[config.mk]
export PLATFORM = sky130hd
export DESIGN_NAME = utf8_name_validator_core
export DESIGN_NICKNAME = d
export VERILOG_FILES = /design/src/hw/rtl/unv_pkg.sv /design/src/hw/rtl/unv_decode.sv /design/src/hw/rtl/utf8_name_validator_core.sv
export SDC_FILE = /design/constraint.sdc
export NUM_CORES = 1
export LEC_CHECK = 0
export ABC_AREA = 1
export BUFFER_PORTS_ARGS = -buffer_cell sky130_fd_sc_hd__buf_4
export CORE_AREA = 2 2 67 69
export CTS_CLUSTER_DIAMETER = 100
export DETAILED_ROUTE_END_ITERATION = 10
export DIE_AREA = 0 0 69 71
export PLACE_DENSITY = 0.65
export SLEW_MARGIN = 20
export SYNTH_ARGS = -nofsm -noshare
export SYNTH_HDL_FRONTEND = slang
export SYNTH_SLANG_ARGS = --single-unit
[constraint.sdc]
create_clock -name clk -period 2 [get_ports clk]
set_input_delay 0.4 -clock clk [delete_from_list [all_inputs] [get_ports clk]]
set_output_delay 0.4 -clock clk [all_outputs]
set_load 0.02 [all_outputs]
[src/hw/rtl/unv_pkg.sv]
// Shared types and constants for the UTF-8 name validator.
package unv_pkg;

	localparam int unsigned CapacityDefault = 64;

	localparam int unsigned CpWidth = 21;

	// Sequence length class of an open multi-byte sequence.
	localparam logic [1:0] ClsNone  = 2'd0;
	localparam logic [1:0] ClsTwo   = 2'd1;
	localparam logic [1:0] ClsThree = 2'd2;
	localparam logic [1:0] ClsFour  = 2'd3;

	localparam logic [CpWidth-1:0] CpMax      = 21'h10ffff;
	localparam logic [CpWidth-1:0] CpSurrLo   = 21'h00d800;
	localparam logic [CpWidth-1:0] CpSurrHi   = 21'h00dfff;
	localparam logic [CpWidth-1:0] CpSpace    = 21'h000020;
	localparam logic [CpWidth-1:0] CpDel      = 21'h00007f;
	localparam logic [CpWidth-1:0] CpC1Hi     = 21'h00009f;
	localparam logic [CpWidth-1:0] CpMinTwo   = 21'h000080;
	localparam logic [CpWidth-1:0] CpMinThree = 21'h000800;
	localparam logic [CpWidth-1:0] CpMinFour  = 21'h010000;

	// Decoder state carried from byte to byte within one name.
	typedef struct packed {
		logic [1:0]         pending;
		logic [CpWidth-1:0] cp;
		logic [1:0]         cls;
		logic               err;
	} dec_state_t;

endpackage

[src/hw/rtl/unv_decode.sv]
// Next-state logic for one nonzero byte of a UTF-8 name.
module unv_decode (
	input  logic [7:0]              char_byte,
	input  unv_pkg::dec_state_t     cur,
	output unv_pkg::dec_state_t     nxt
);

	logic [unv_pkg::CpWidth-1:0] cp_cont;
	logic [unv_pkg::CpWidth-1:0] cp_ascii;
	logic [unv_pkg::CpWidth-1:0] cp_min;
	logic [1:0]                  pend_dec;
	logic                        ascii_bad;
	logic                        seq_bad;

	assign cp_cont  = {cur.cp[unv_pkg::CpWidth-7:0], char_byte[5:0]};
	assign cp_ascii = {{(unv_pkg::CpWidth-8){1'b0}}, char_byte};
	assign pend_dec = cur.pending - 2'd1;

	always_comb begin
		unique case (cur.cls)
			unv_pkg::ClsTwo:   cp_min = unv_pkg::CpMinTwo;
			unv_pkg::ClsThree: cp_min = unv_pkg::CpMinThree;
			unv_pkg::ClsFour:  cp_min = unv_pkg::CpMinFour;
			default:           cp_min = '0;
		endcase
	end

	// Single-byte characters: reject C0 controls and DEL.
	assign ascii_bad = (cp_ascii < unv_pkg::CpSpace) || (cp_ascii == unv_pkg::CpDel);

	assign seq_bad = (cp_cont < cp_min) || (cp_cont > unv_pkg::CpMax) ||
		((cp_cont >= unv_pkg::CpSurrLo) && (cp_cont <= unv_pkg::CpSurrHi)) ||
		(cp_cont < unv_pkg::CpSpace) ||
		((cp_cont >= unv_pkg::CpDel) && (cp_cont <= unv_pkg::CpC1Hi));

	always_comb begin
		nxt = cur;
		if (!cur.err) begin
			if (cur.pending == 2'd0) begin
				priority casez (char_byte)
					8'b0???????: nxt.err = ascii_bad;
					8'b110?????: begin
						nxt.cp      = {{(unv_pkg::CpWidth-5){1'b0}}, char_byte[4:0]};
						nxt.pending = 2'd1;
						nxt.cls     = unv_pkg::ClsTwo;
					end
					8'b1110????: begin
						nxt.cp      = {{(unv_pkg::CpWidth-4){1'b0}}, char_byte[3:0]};
						nxt.pending = 2'd2;
						nxt.cls     = unv_pkg::ClsThree;
					end
					8'b11110???: begin
						nxt.cp      = {{(unv_pkg::CpWidth-3){1'b0}}, char_byte[2:0]};
						nxt.pending = 2'd3;
						nxt.cls     = unv_pkg::ClsFour;
					end
					default: nxt.err = 1'b1;
				endcase
			end else if (char_byte[7:6] != 2'b10) begin
				// Drop the open sequence on a broken continuation.
				nxt.err     = 1'b1;
				nxt.pending = 2'd0;
			end else begin
				nxt.pending = pend_dec;
				if (pend_dec == 2'd0) begin
					nxt.err = seq_bad;
					nxt.cp  = '0;
					nxt.cls = unv_pkg::ClsNone;
				end else begin
					nxt.cp = cp_cont;
				end
			end
		end
	end

endmodule

[src/hw/rtl/utf8_name_validator_core.sv]
// Top level of the UTF-8 name validator: input register, decoder and result register.
// Takes a zero-terminated name one byte per transaction and gives one verdict
// per name on name_ok: 1 for well-formed UTF-8 of one to four byte sequences,
// free of overlong forms, surrogates, code points above 0x10FFFF and C0, DEL
// and C1 controls; 0 otherwise, for an empty name, or when CAPACITY nonzero
// bytes arrive without a terminator (that verdict is given on the CAPACITY-th
// byte and a new name starts). One byte is accepted every cycle; the verdict
// is registered, set by the input register and the result register around
// the combinational decoder. Input stalls only when a byte that ends a name
// meets a full result register not being drained.
module utf8_name_validator_core #(
	parameter int unsigned CAPACITY = unv_pkg::CapacityDefault
) (
	input  logic       clk,
	input  logic       arst_n,
	input  logic       in_valid,
	output logic       in_ready,
	input  logic [7:0] char_byte,
	output logic       out_valid,
	input  logic       out_ready,
	output logic       name_ok
);

	localparam int unsigned CntW = (CAPACITY > 2) ? $clog2(CAPACITY) : 1;

	logic                valid_s1;
	logic [7:0]          byte_s1;
	logic [CntW-1:0]     byte_count_q;
	unv_pkg::dec_state_t state_q;
	unv_pkg::dec_state_t dec_nxt;
	logic                out_valid_q;
	logic                name_ok_q;

	logic is_term;
	logic at_limit;
	logic emit;
	logic verdict;
	logic out_free;
	logic adv_s1;

	unv_decode u_decode (
		.char_byte (byte_s1),
		.cur       (state_q),
		.nxt       (dec_nxt)
	);

	assign is_term  = (byte_s1 == 8'd0);
	assign at_limit = (byte_count_q == CntW'(CAPACITY - 1));
	assign emit     = is_term || at_limit;
	assign verdict  = is_term && (byte_count_q != '0) && !state_q.err &&
		(state_q.pending == 2'd0);
	assign out_free = !out_valid_q || out_ready;
	assign adv_s1   = valid_s1 && (!emit || out_free);
	assign in_ready = !valid_s1 || adv_s1;

	always_ff @(posedge clk or negedge arst_n) begin
		if (!arst_n) begin
			valid_s1 <= 1'b0;
		end else if (in_ready) begin
			valid_s1 <= in_valid;
		end
	end

	always_ff @(posedge clk) begin
		if (in_ready && in_valid) begin
			byte_s1 <= char_byte;
		end
	end

	// Advance the name state; clear it whenever a verdict leaves.
	always_ff @(posedge clk or negedge arst_n) begin
		if (!arst_n) begin
			byte_count_q <= '0;
			state_q      <= '0;
		end else if (adv_s1) begin
			if (emit) begin
				byte_count_q <= '0;
				state_q      <= '0;
			end else begin
				byte_count_q <= byte_count_q + CntW'(1);
				state_q      <= dec_nxt;
			end
		end
	end

	always_ff @(posedge clk or negedge arst_n) begin
		if (!arst_n) begin
			out_valid_q <= 1'b0;
		end else if (adv_s1 && emit) begin
			out_valid_q <= 1'b1;
		end else if (out_ready) begin
			out_valid_q <= 1'b0;
		end
	end

	always_ff @(posedge clk) begin
		if (adv_s1 && emit) begin
			name_ok_q <= verdict;
		end
	end

	assign out_valid = out_valid_q;
	assign name_ok   = name_ok_q;

`ifndef SYNTHESIS
	a_clear_after_verdict: assert property (@(posedge clk) disable iff (!arst_n)
		adv_s1 && emit |=> (byte_count_q == '0) && !state_q.err &&
			(state_q.pending == 2'd0))
		else $error("name state not cleared after verdict");

	a_limit_rejects: assert property (@(posedge clk) disable iff (!arst_n)
		adv_s1 && at_limit && !is_term |=> out_valid_q && !name_ok_q)
		else $error("capacity verdict not invalid");

	a_count_bound: assert property (@(posedge clk) disable iff (!arst_n)
		byte_count_q <= CntW'(CAPACITY - 1))
		else $error("byte count beyond capacity");

	a_pending_class: assert property (@(posedge clk) disable iff (!arst_n)
		state_q.pending != 2'd0 |-> (state_q.cls != unv_pkg::ClsNone) &&
			(state_q.pending <= state_q.cls))
		else $error("pending count disagrees with sequence class");
`endif

endmodule

==> flow_summary_export.csv, run 1 <==
group,metric,value,unit
yosys,synth_top_family_by_area,"simple AND/OR/NAND/NOR gates",
layout,final_nets,295,
setup_path,critPathLaunchType,"flop",
global_routing,grt_max_degree,30,
drt,routed_wl,4.00,mm
clock_tree,clock_latency,0.29,ns
power,p_sw,1.05,mW
drt,postRouteAntennaNets,0,
yosys,yosys.area_share.simple,0.302,
setup_path,critical-path-top-delay-family,"simple AND/OR/NAND/NOR gates",
clock_tree,cts-root-buf,"clkbuf_8",
layout,syn_to_final_growth,15.6,%
die,fp-row-count,24,
layout,final_layout_size_suffix_gt1_frac,0.194,
sta,fmax,0.512,GHz
layout,num_antenna_cells,0,
clock_tree,cts_made_buffers,5,
sta,setup_viol,0,
die,core,0.00420,mm^2
power,ir_drop,0.000533,V
clock_tree,cts_tree,"built",
setup_path,critPathArrivalTime,1.55,ns
yosys,synthMuxAreaShare,0,
setup_path,crit_type,"reg -> out",
die,ioPinCount,15,
drt,viasPerCell,5.07,
sta,drv_slew,0,
setup_path,r2r_setup_slack,0.12,ns
place,place_ws,0.120,ns
place,io_buffers,14,
layout,layout_common_cells,"nand2_1, dfrtp_1, buf_4",
sta,slew_headroom,0.756,
clock_tree,path_clk_slew,0.07,ns
setup_path,critPathCaptureType,"output port",
global_routing,grt_remaining_overflow,0,
yosys,syn-cell-area,0.00205,mm^2
place,hpwl,2.89,mm
setup_path,timing.rr.end,"state_q[3]",
setup_path,critPathBufInv,2,
power,sw_frac_of_total,0.392,
hold_path,min_path_type,"in -> async",
clock_tree,clk_path_buf_depth,2,
yosys,synth_cell_types,33,
global_routing,grt_pass1_wl,6.89,mm
drt,drc,0,
setup_path,reg2regPathDepth,13,
die,initial_core_util,0.487,
drt,wl_per_cell,12.1,um
yosys,ys_ff_latch,37,
sta,fin_crit_sh,0.977,
sta,fin_ws,0.0458,ns
die,die_w,69,um
place,place_inst,315,
yosys,synth_xor_area_frac,0.00428,
power,seqPwrFrac,0.422,
outcome,outcome,"complete, no violations",
setup_path,crit_fanout,4,
sta,rsz0062_at_grt,"true",
power,clkPwrFrac,0.184,
sta,period_minus_slack,1.95,ns
die,die_h,71,um
drt,firstDrtPassIters,4,
layout,final_common_cell,"nand2_1",
global_routing,antenna_found_initial,0,
clock_tree,cts_num_sinks,37,
setup_path,path_cells,"ha_1 -> inv_1 -> nor3_4 -> nand3_2 -> nand2_4 -> nand4_1 -> buf_4",
setup_path,slowest_delay,0.37,ns
layout,final_core_util,0.563,
setup_path,cp.required,1.60,ns
yosys,yosysWarnings,0,
drt,via_count,1673,
power,combPwrFrac,0.393,
global_routing,grtUsageTotal,0.180,
yosys,synth_nets,266,
die,die_area,0.00490,mm^2
layout,final_cells,330,
power,p_leak,1.11,nW
drt,drtIter0Drc,107,
sta,worst_pin_slew,0.366,ns
sta,finClkSkew,0.00512,ns
setup_path,cpMaxStageDelayCell,"dfrtp_1",
setup_path,reg2reg_from,"byte_count_q[1]",
yosys,synthAdderAreaFrac,0.0367,
yosys,seq_area_frac_synth,0.474,
yosys,synth-compound-area-share,0.110,
global_routing,grt_pass1_vias,1553,
power,power.total,2.66,mW
yosys,syn_inst,248,
sta,hold_viol,0,
power,p_int,1.62,mW
clock_tree,h-tree-depth,2,
yosys,syn_avg_cell_area,8.25,um^2
flow_run,cap_violations,0,
place,gp_congestion,0.832,
power,powerDensity,1130,mW/mm^2
==> how the worst max path moves through the flow <==
stage                               start           to  slack (ns)  cells past startpoint
after floorplan           byte_count_q[0]   state_q[8]        0.24                     13
after global placement    byte_count_q[1]   state_q[4]        0.18                     12
after detailed placement  byte_count_q[1]  state_q[14]        0.12                     12
after CTS                 byte_count_q[1]     in_ready        0.02                      7
after global routing      byte_count_q[1]     in_ready       -0.08                      7
final                     byte_count_q[1]     in_ready        0.05                      7
==> cell usage after synthesis, drive strengths merged <==
master	instances	area, um^2
nand2	72	290
dfrtp	28	701
inv	28	108
nor2	27	104
nand3	23	125
o21ai	23	134
edfxtp	9	270
ha	6	75.1
nand4	5	31.3
nor3	5	36.3
a21oi	3	26.3
a31oi	3	18.8
o21bai	3	22.5
buf	2	31.3
clkbuf	2	10.0
nor4	2	12.5
or2	2	12.5
and3	1	6.26
o211ai	1	7.51
o22a	1	8.76
o31ai	1	7.51
xnor2	1	8.76
==> cell families after synthesis <==
logic type                 count (synthesis)
xor gates and xnor gates                   1
AOI/OAI and AO/OA                         35
DFF                                       37
buffers and inverters                     32
adders and majority gates                  6
and+or+nand+nor                          137
==> registers in the layout, summed over array words and instances (netlist names) <==
signal	flops
byte_count_q	6
name_ok	1
valid_s1	1
byte_s1	8
state_q	20
out_valid	1
==> stage by stage <==
| step | hold slack (ns) | cell area (um^2) | setup TNS [ns] |
|---|---|---|---|
| floorplan | 0.104 | 2050 | 0 |
| global placement | 0.340 | 2230 | 0 |
| detailed placement | 0.345 | 2230 | 0 |
| CTS | 0.0266 | 2340 | 0 |
| global route | 0.0461 | 2370 | -0.0771 |
| finish | 0.0202 | 2370 | 0 |
==> per-layer routing <==
layer	wire (um)	part of all wire	global-route usage	up-vias
li1	-	-	-	878
met1	1910	0.48	0.238	747
met2	1820	0.45	0.282	39
met3	187	0.047	0.0470	9
met4	89	0.022	0.0784	0
met5	0	0	0	-
==> timing repair <==
item	CTS	global route
endpoints found under the setup margin	1	16
pin swaps	1	0
buffers inserted	4	3
gates resized for setup	0	4
hold buffers	0	0
==> area by class of cell <==
cell class,count,area [um^2]
clock buffer,8,80.1
fill,404,1840
inverter,28,108
multi-input combinational,179,936
sequential,37,971
tap,52,65.1
timing repair buffer,26,208
==> power by group through the flow <==
| stage | Sequential, mW | Clock [mW] | Combinational (mW) |
|---|---|---|---|
| 6_report | 1.12 | 0.491 | 1.05 |
| 5_1_grt | 1.15 | 0.550 | 1.22 |
| 4_1_cts | 1.13 | 0.511 | 1.00 |
| 3_5_place_dp | 1.14 | 0 | 1.00 |
| 3_3_place_gp | 1.14 | 0 | 0.987 |
| 2_1_floorplan | 1.09 | 0 | 0.810 |
(Power assumes the default switching activity.)
==> inputs of run 2 (changes only) <==
--- a/config.mk
+++ b/config.mk
@@ -7,11 +7,11 @@
 export LEC_CHECK = 0
 export ABC_AREA = 1
 export BUFFER_PORTS_ARGS = -buffer_cell sky130_fd_sc_hd__buf_4
-export CORE_AREA = 2 2 67 69
+export CORE_AREA = 2 2 63 65
 export CTS_CLUSTER_DIAMETER = 100
 export DETAILED_ROUTE_END_ITERATION = 10
-export DIE_AREA = 0 0 69 71
-export PLACE_DENSITY = 0.65
+export DIE_AREA = 0 0 65 67
+export PLACE_DENSITY = 0.73
 export SLEW_MARGIN = 20
 export SYNTH_ARGS = -nofsm -noshare
 export SYNTH_HDL_FRONTEND = slang
==> flow_summary_export.csv, run 2 (synthesized netlist as in run 1, its figures left out) <==
group,metric,value,unit
outcome,outcome,"complete, no violations",
die,ioPinCount,15,
clock_tree,cts_num_sinks,37,
hold_path,min_path_type,"in -> async",
layout,final_core_util,0.663,
layout,final_common_cell,"nand2_1",
setup_path,cpMaxStageDelayCell,"dfrtp_1",
die,die_h,67,um
sta,rsz0062_at_grt,"true",
global_routing,antenna_found_initial,0,
sta,setup_viol,0,
layout,final_layout_size_suffix_gt1_frac,0.209,
setup_path,slowest_delay,0.37,ns
sta,drv_slew,0,
die,initial_core_util,0.568,
flow_run,cap_violations,0,
place,place_ws,0.153,ns
clock_tree,clk_path_buf_depth,2,
layout,num_antenna_cells,0,
die,core,0.00361,mm^2
sta,fin_crit_sh,0.978,
setup_path,critical-path-top-delay-family,"simple AND/OR/NAND/NOR gates",
clock_tree,cts_made_buffers,5,
drt,via_count,1694,
sta,period_minus_slack,1.96,ns
power,powerDensity,1130,mW/mm^2
drt,wl_per_cell,11.8,um
setup_path,critPathCaptureType,"output port",
clock_tree,cts-root-buf,"clkbuf_8",
place,io_buffers,14,
sta,worst_pin_slew,0.362,ns
place,hpwl,2.71,mm
setup_path,path_cells,"ha_2 -> inv_2 -> nor3_4 -> nand3_2 -> nand2_4 -> nand4_1 -> buf_4",
layout,final_nets,295,
global_routing,grt_pass1_wl,6.36,mm
clock_tree,h-tree-depth,2,
place,place_inst,309,
clock_tree,clock_latency,0.29,ns
die,die_w,65,um
sta,hold_viol,0,
layout,nFillCells,305,
drt,routed_wl,3.85,mm
layout,layout_common_cells,"nand2_1, dfrtp_1, nor2_1",
clock_tree,cts_tree,"built",
setup_path,crit_fanout,3,
sta,tns,0,ns
setup_path,critPathBufInv,2,
layout,multi_input_area,957,um^2
global_routing,grt_max_degree,30,
setup_path,crit_type,"reg -> out",
global_routing,grtUsageTotal,0.196,
drt,postRouteAntennaNets,0,
die,fp-row-count,22,
setup_path,reg2reg_from,"byte_count_q[1]",
global_routing,grt_pass1_vias,1477,
power,ir_drop,0.000715,V
die,die_area,0.00436,mm^2
drt,drc,0,
clock_tree,path_clk_slew,0.07,ns
layout,top_register,"state_q",
global_routing,grt_remaining_overflow,0,
drt,firstDrtPassIters,4,
setup_path,critPathLaunch,"byte_count_q[1]",
layout,biggestRegsByFlops,"state_q: 20 flops, byte_s1: 8 flops, byte_count_q: 6 flops",
layout,final_cells,326,
sta,slew_headroom,0.758,
setup_path,cp.required,1.60,ns
sta,finClkSkew,0.00297,ns
sta,fin_ws,0.0440,ns
sta,fmax,0.511,GHz
drt,drtIter0Drc,114,
drt,viasPerCell,5.20,
power,p_leak,1.12,nW
setup_path,critPathArrivalTime,1.56,ns
layout,seq_area,971,um^2
place,gp_congestion,0.877,
layout,largest_register_ff_count,20,
setup_path,critPathLaunchType,"flop",
layout,syn_to_final_growth,16.7,%
==> run 2: cell types whose count changed in the layout (fill, tap and decap cells not counted), sizes merged <==
cell | before | now
clkinv | 0 | 3
buf | 26 | 25
nor2 | 27 | 28
clkbuf | 8 | 5
==> run 2: where the power goes <==
| part | leakage, nW | internal, mW | switching [mW] | total (mW) |
|---|---|---|---|---|
| registers | 0.455 | 0.949 | 0.184 | 1.13 |
| clock network | 0.0430 | 0.234 | 0.251 | 0.485 |
| logic | 0.620 | 0.425 | 0.657 | 1.08 |
==> run 2: per-stage QoR <==
step | power [mW] | hold WS [ns] | area, um^2
after floorplan | 1.90 | 0.104 | 2050
after global placement | 2.11 | 0.339 | 2210
after detailed placement | 2.12 | 0.341 | 2210
after CTS | 2.60 | 0.0321 | 2330
after global routing | 2.93 | 0.0410 | 2390
final | 2.70 | 0.0188 | 2390
==> run 2: final timing paths <==
path / endpoint / slack [ns] / cells after the start
worst max-delay path: in_ready / 0.04 / 7
worst min register to register: state_q[16] / 0.49 / 2
worst min-delay path: state_q[17] / 0.02 / 1
worst max register to register: state_q[8] / 0.17 / 13
max in group asynchronous: state_q[7] / 1.71 / 1
min in group clk: byte_s1[4] / 0.29 / 1
==> run 2: layer usage <==
metal	up-vias	global-route usage	routed length, um
li1	879	-	-
met1	762	0.264	1860
met2	46	0.307	1720
met3	7	0.0507	193
met4	0	0.0718	76
met5	-	0	0
==> run 2: what timing repair did <==
action                                  in CTS  in global routing
setup buffers                                4                  4
gates cloned                                 0                  1
hold buffers                                 0                  0
pin swaps                                    1                  1
endpoints found under the setup margin       1                 17
gates resized for setup                      0                  8
==> run 2: area by class of cell <==
type	instances	share of cell area
Clock inverter	3	0.00524
Timing Repair Buffer	25	0.0890
Sequential cell	37	0.406
Inverter	28	0.0450
Tap cell	48	0.0251
Multi-Input combinational cell	180	0.401
Clock buffer	5	0.0288
==> run 2: worst register-to-register path, stage by stage (launching register included) <==
cell and delay (ns):
dfrtp_1 0.37, ha_2 0.20, inv_2 0.05, nor3_4 0.15, nand3_2 0.12, nand2_4 0.11, buf_12 0.11, nand3_2 0.08
nand2_4 0.11, a21oi_4 0.06, nand2_2 0.08, buf_12 0.17, nand2_1 0.08, o21ai_1 0.08
==> inputs of run 3 (changes only) <==
--- a/config.mk
+++ b/config.mk
@@ -11,7 +11,7 @@
 export CTS_CLUSTER_DIAMETER = 100
 export DETAILED_ROUTE_END_ITERATION = 10
 export DIE_AREA = 0 0 65 67
-export PLACE_DENSITY = 0.73
+export PLACE_DENSITY = 0.84
 export SLEW_MARGIN = 20
 export SYNTH_ARGS = -nofsm -noshare
 export SYNTH_HDL_FRONTEND = slang
==> flow_summary_export.csv, run 3 (synthesized netlist as in run 1, its figures left out) <==
group,metric,value,unit
die,die_area,0.00436,mm^2
global_routing,grt_remaining_overflow,0,
sta,worst_pin_slew,0.366,ns
setup_path,reg2regPathDepth,11,
layout,final_common_cell,"nand2_1",
drt,routed_wl,3.83,mm
place,gp_congestion,0.910,
layout,num_antenna_cells,0,
layout,top_register,"state_q",
sta,fmax,0.501,GHz
clock_tree,cts_made_buffers,5,
setup_path,crit_type,"reg -> out",
die,initial_core_util,0.568,
clock_tree,cts_num_sinks,37,
die,ioPinCount,15,
hold_path,min_path_type,"in -> async",
flow_run,cap_violations,0,
clock_tree,path_clk_slew,0.08,ns
setup_path,critPathLaunchType,"flop",
global_routing,grt.met1_usage,0.258,
clock_tree,h-tree-depth,2,
layout,biggestRegsByFlops,"state_q: 20 flops, byte_s1: 8 flops, byte_count_q: 6 flops",
setup_path,crit_fanout,5,
power,power.total,2.64,mW
sta,timing.hold.ws,0.0102,ns
global_routing,grt_pass1_vias,1548,
global_routing,grt-busiest-layer,"met2",
setup_path,critPathBufInv,2,
sta,drv_slew,0,
sta,period_minus_slack,2.00,ns
layout,final_nets,290,
clock_tree,cts-root-buf,"clkbuf_8",
layout,syn_to_final_growth,13.9,%
power,p_leak,1.09,nW
layout,layout_common_cells,"nand2_1, dfrtp_1, nor2_1",
drt,viasPerCell,5.30,
global_routing,grtUsageTotal,0.202,
outcome,outcome,"complete, no violations",
setup_path,critPathArrivalTime,1.60,ns
sta,rsz0062_at_grt,"true",
global_routing,grtUsageMet3,0.0473,
setup_path,path_cells,"ha_2 -> inv_2 -> nor3_4 -> nand3_2 -> nand2_4 -> nand4_1 -> buf_4",
drt,wl_per_cell,11.9,um
place,hpwl,2.74,mm
sta,fin_crit_sh,0.998,
global_routing,use_met2,0.340,
sta,hold_viol,0,
power,powerDensity,1130,mW/mm^2
sta,slew_headroom,0.754,
power,ir_drop,0.000720,V
place,io_buffers,14,
drt,drc,0,
drt,via_count,1702,
clock_tree,clk_path_buf_depth,2,
drt,drtIter0Drc,83,
die,die_h,67,um
setup_path,cpMaxStageDelayCell,"dfrtp_1",
sta,finClkSkew,0.0104,ns
setup_path,slowest_delay,0.36,ns
clock_tree,clock_latency,0.29,ns
setup_path,critical-path-top-delay-family,"simple AND/OR/NAND/NOR gates",
drt,postRouteAntennaNets,0,
global_routing,antenna_found_initial,0,
layout,final_core_util,0.646,
die,core,0.00361,mm^2
global_routing,grt_max_degree,30,
clock_tree,cts_tree,"built",
global_routing,grt_pass1_wl,6.68,mm
setup_path,critPathCaptureType,"output port",
layout,largest_register_ff_count,20,
drt,firstDrtPassIters,4,
setup_path,cp.required,1.60,ns
sta,setup_viol,0,
layout,final_layout_size_suffix_gt1_frac,0.187,
die,fp-row-count,22,
setup_path,path_depth,7,
die,die_w,65,um
-- run 3: final timing paths --
kind	to	startpoint	slack [ns]
worst max register to register	state_q[5]	byte_count_q[0]	0.16
max in group asynchronous	byte_count_q[0]	arst_n	1.71
worst max-delay path	in_ready	byte_count_q[0]	0.003
worst min register to register	state_q[17]	state_q[17]	0.49
min in group clk	byte_s1[3]	char_byte[3]	0.28
worst min-delay path	state_q[10]	arst_n	0.01
-- run 3: area by class of cell --
cell class,instances,area (um^2)
clock buffers,5,68.8
clock inverters,3,17.5
fillers,287,1270
inverters,28,108
multi-input cells,180,943
flip-flops and latches,37,971
well taps,48,60.1
repair buffers,20,163
-- run 3: report_power, final --
group	internal [mW]	switching, mW	total (mW)	leakage (nW)
clock network	0.240	0.262	0.503	0.0455
logic	0.389	0.622	1.01	0.593
registers	0.949	0.179	1.13	0.455
-- run 3: through the flow --
| stage | setup TNS, ns | setup WS [ns] | cells | cell area (um^2) |
|---|---|---|---|---|
| floorplan | 0 | 0.240 | 248 | 2050 |
| global placement | 0 | 0.184 | 309 | 2210 |
| detailed placement | 0 | 0.137 | 309 | 2210 |
| CTS | 0 | 0.00879 | 319 | 2310 |
| global route | -0.0682 | -0.0682 | 321 | 2330 |
| finish | 0 | 0.00335 | 321 | 2330 |
-- run 3: routing by layer --
metal	vias up	share of wire
li1	870	-
met1	789	0.45
met2	37	0.49
met3	6	0.045
met4	0	0.014
met5	-	0
-- run 3: what timing repair did --
action / 4_1_cts / 5_1_grt
buffers inserted: 2 / 1
pin swaps: 0 / 1
endpoints found under the setup margin: 1 / 4
hold buffers: 0 / 0
cloned: 0 / 1
gates resized for setup: 1 / 3
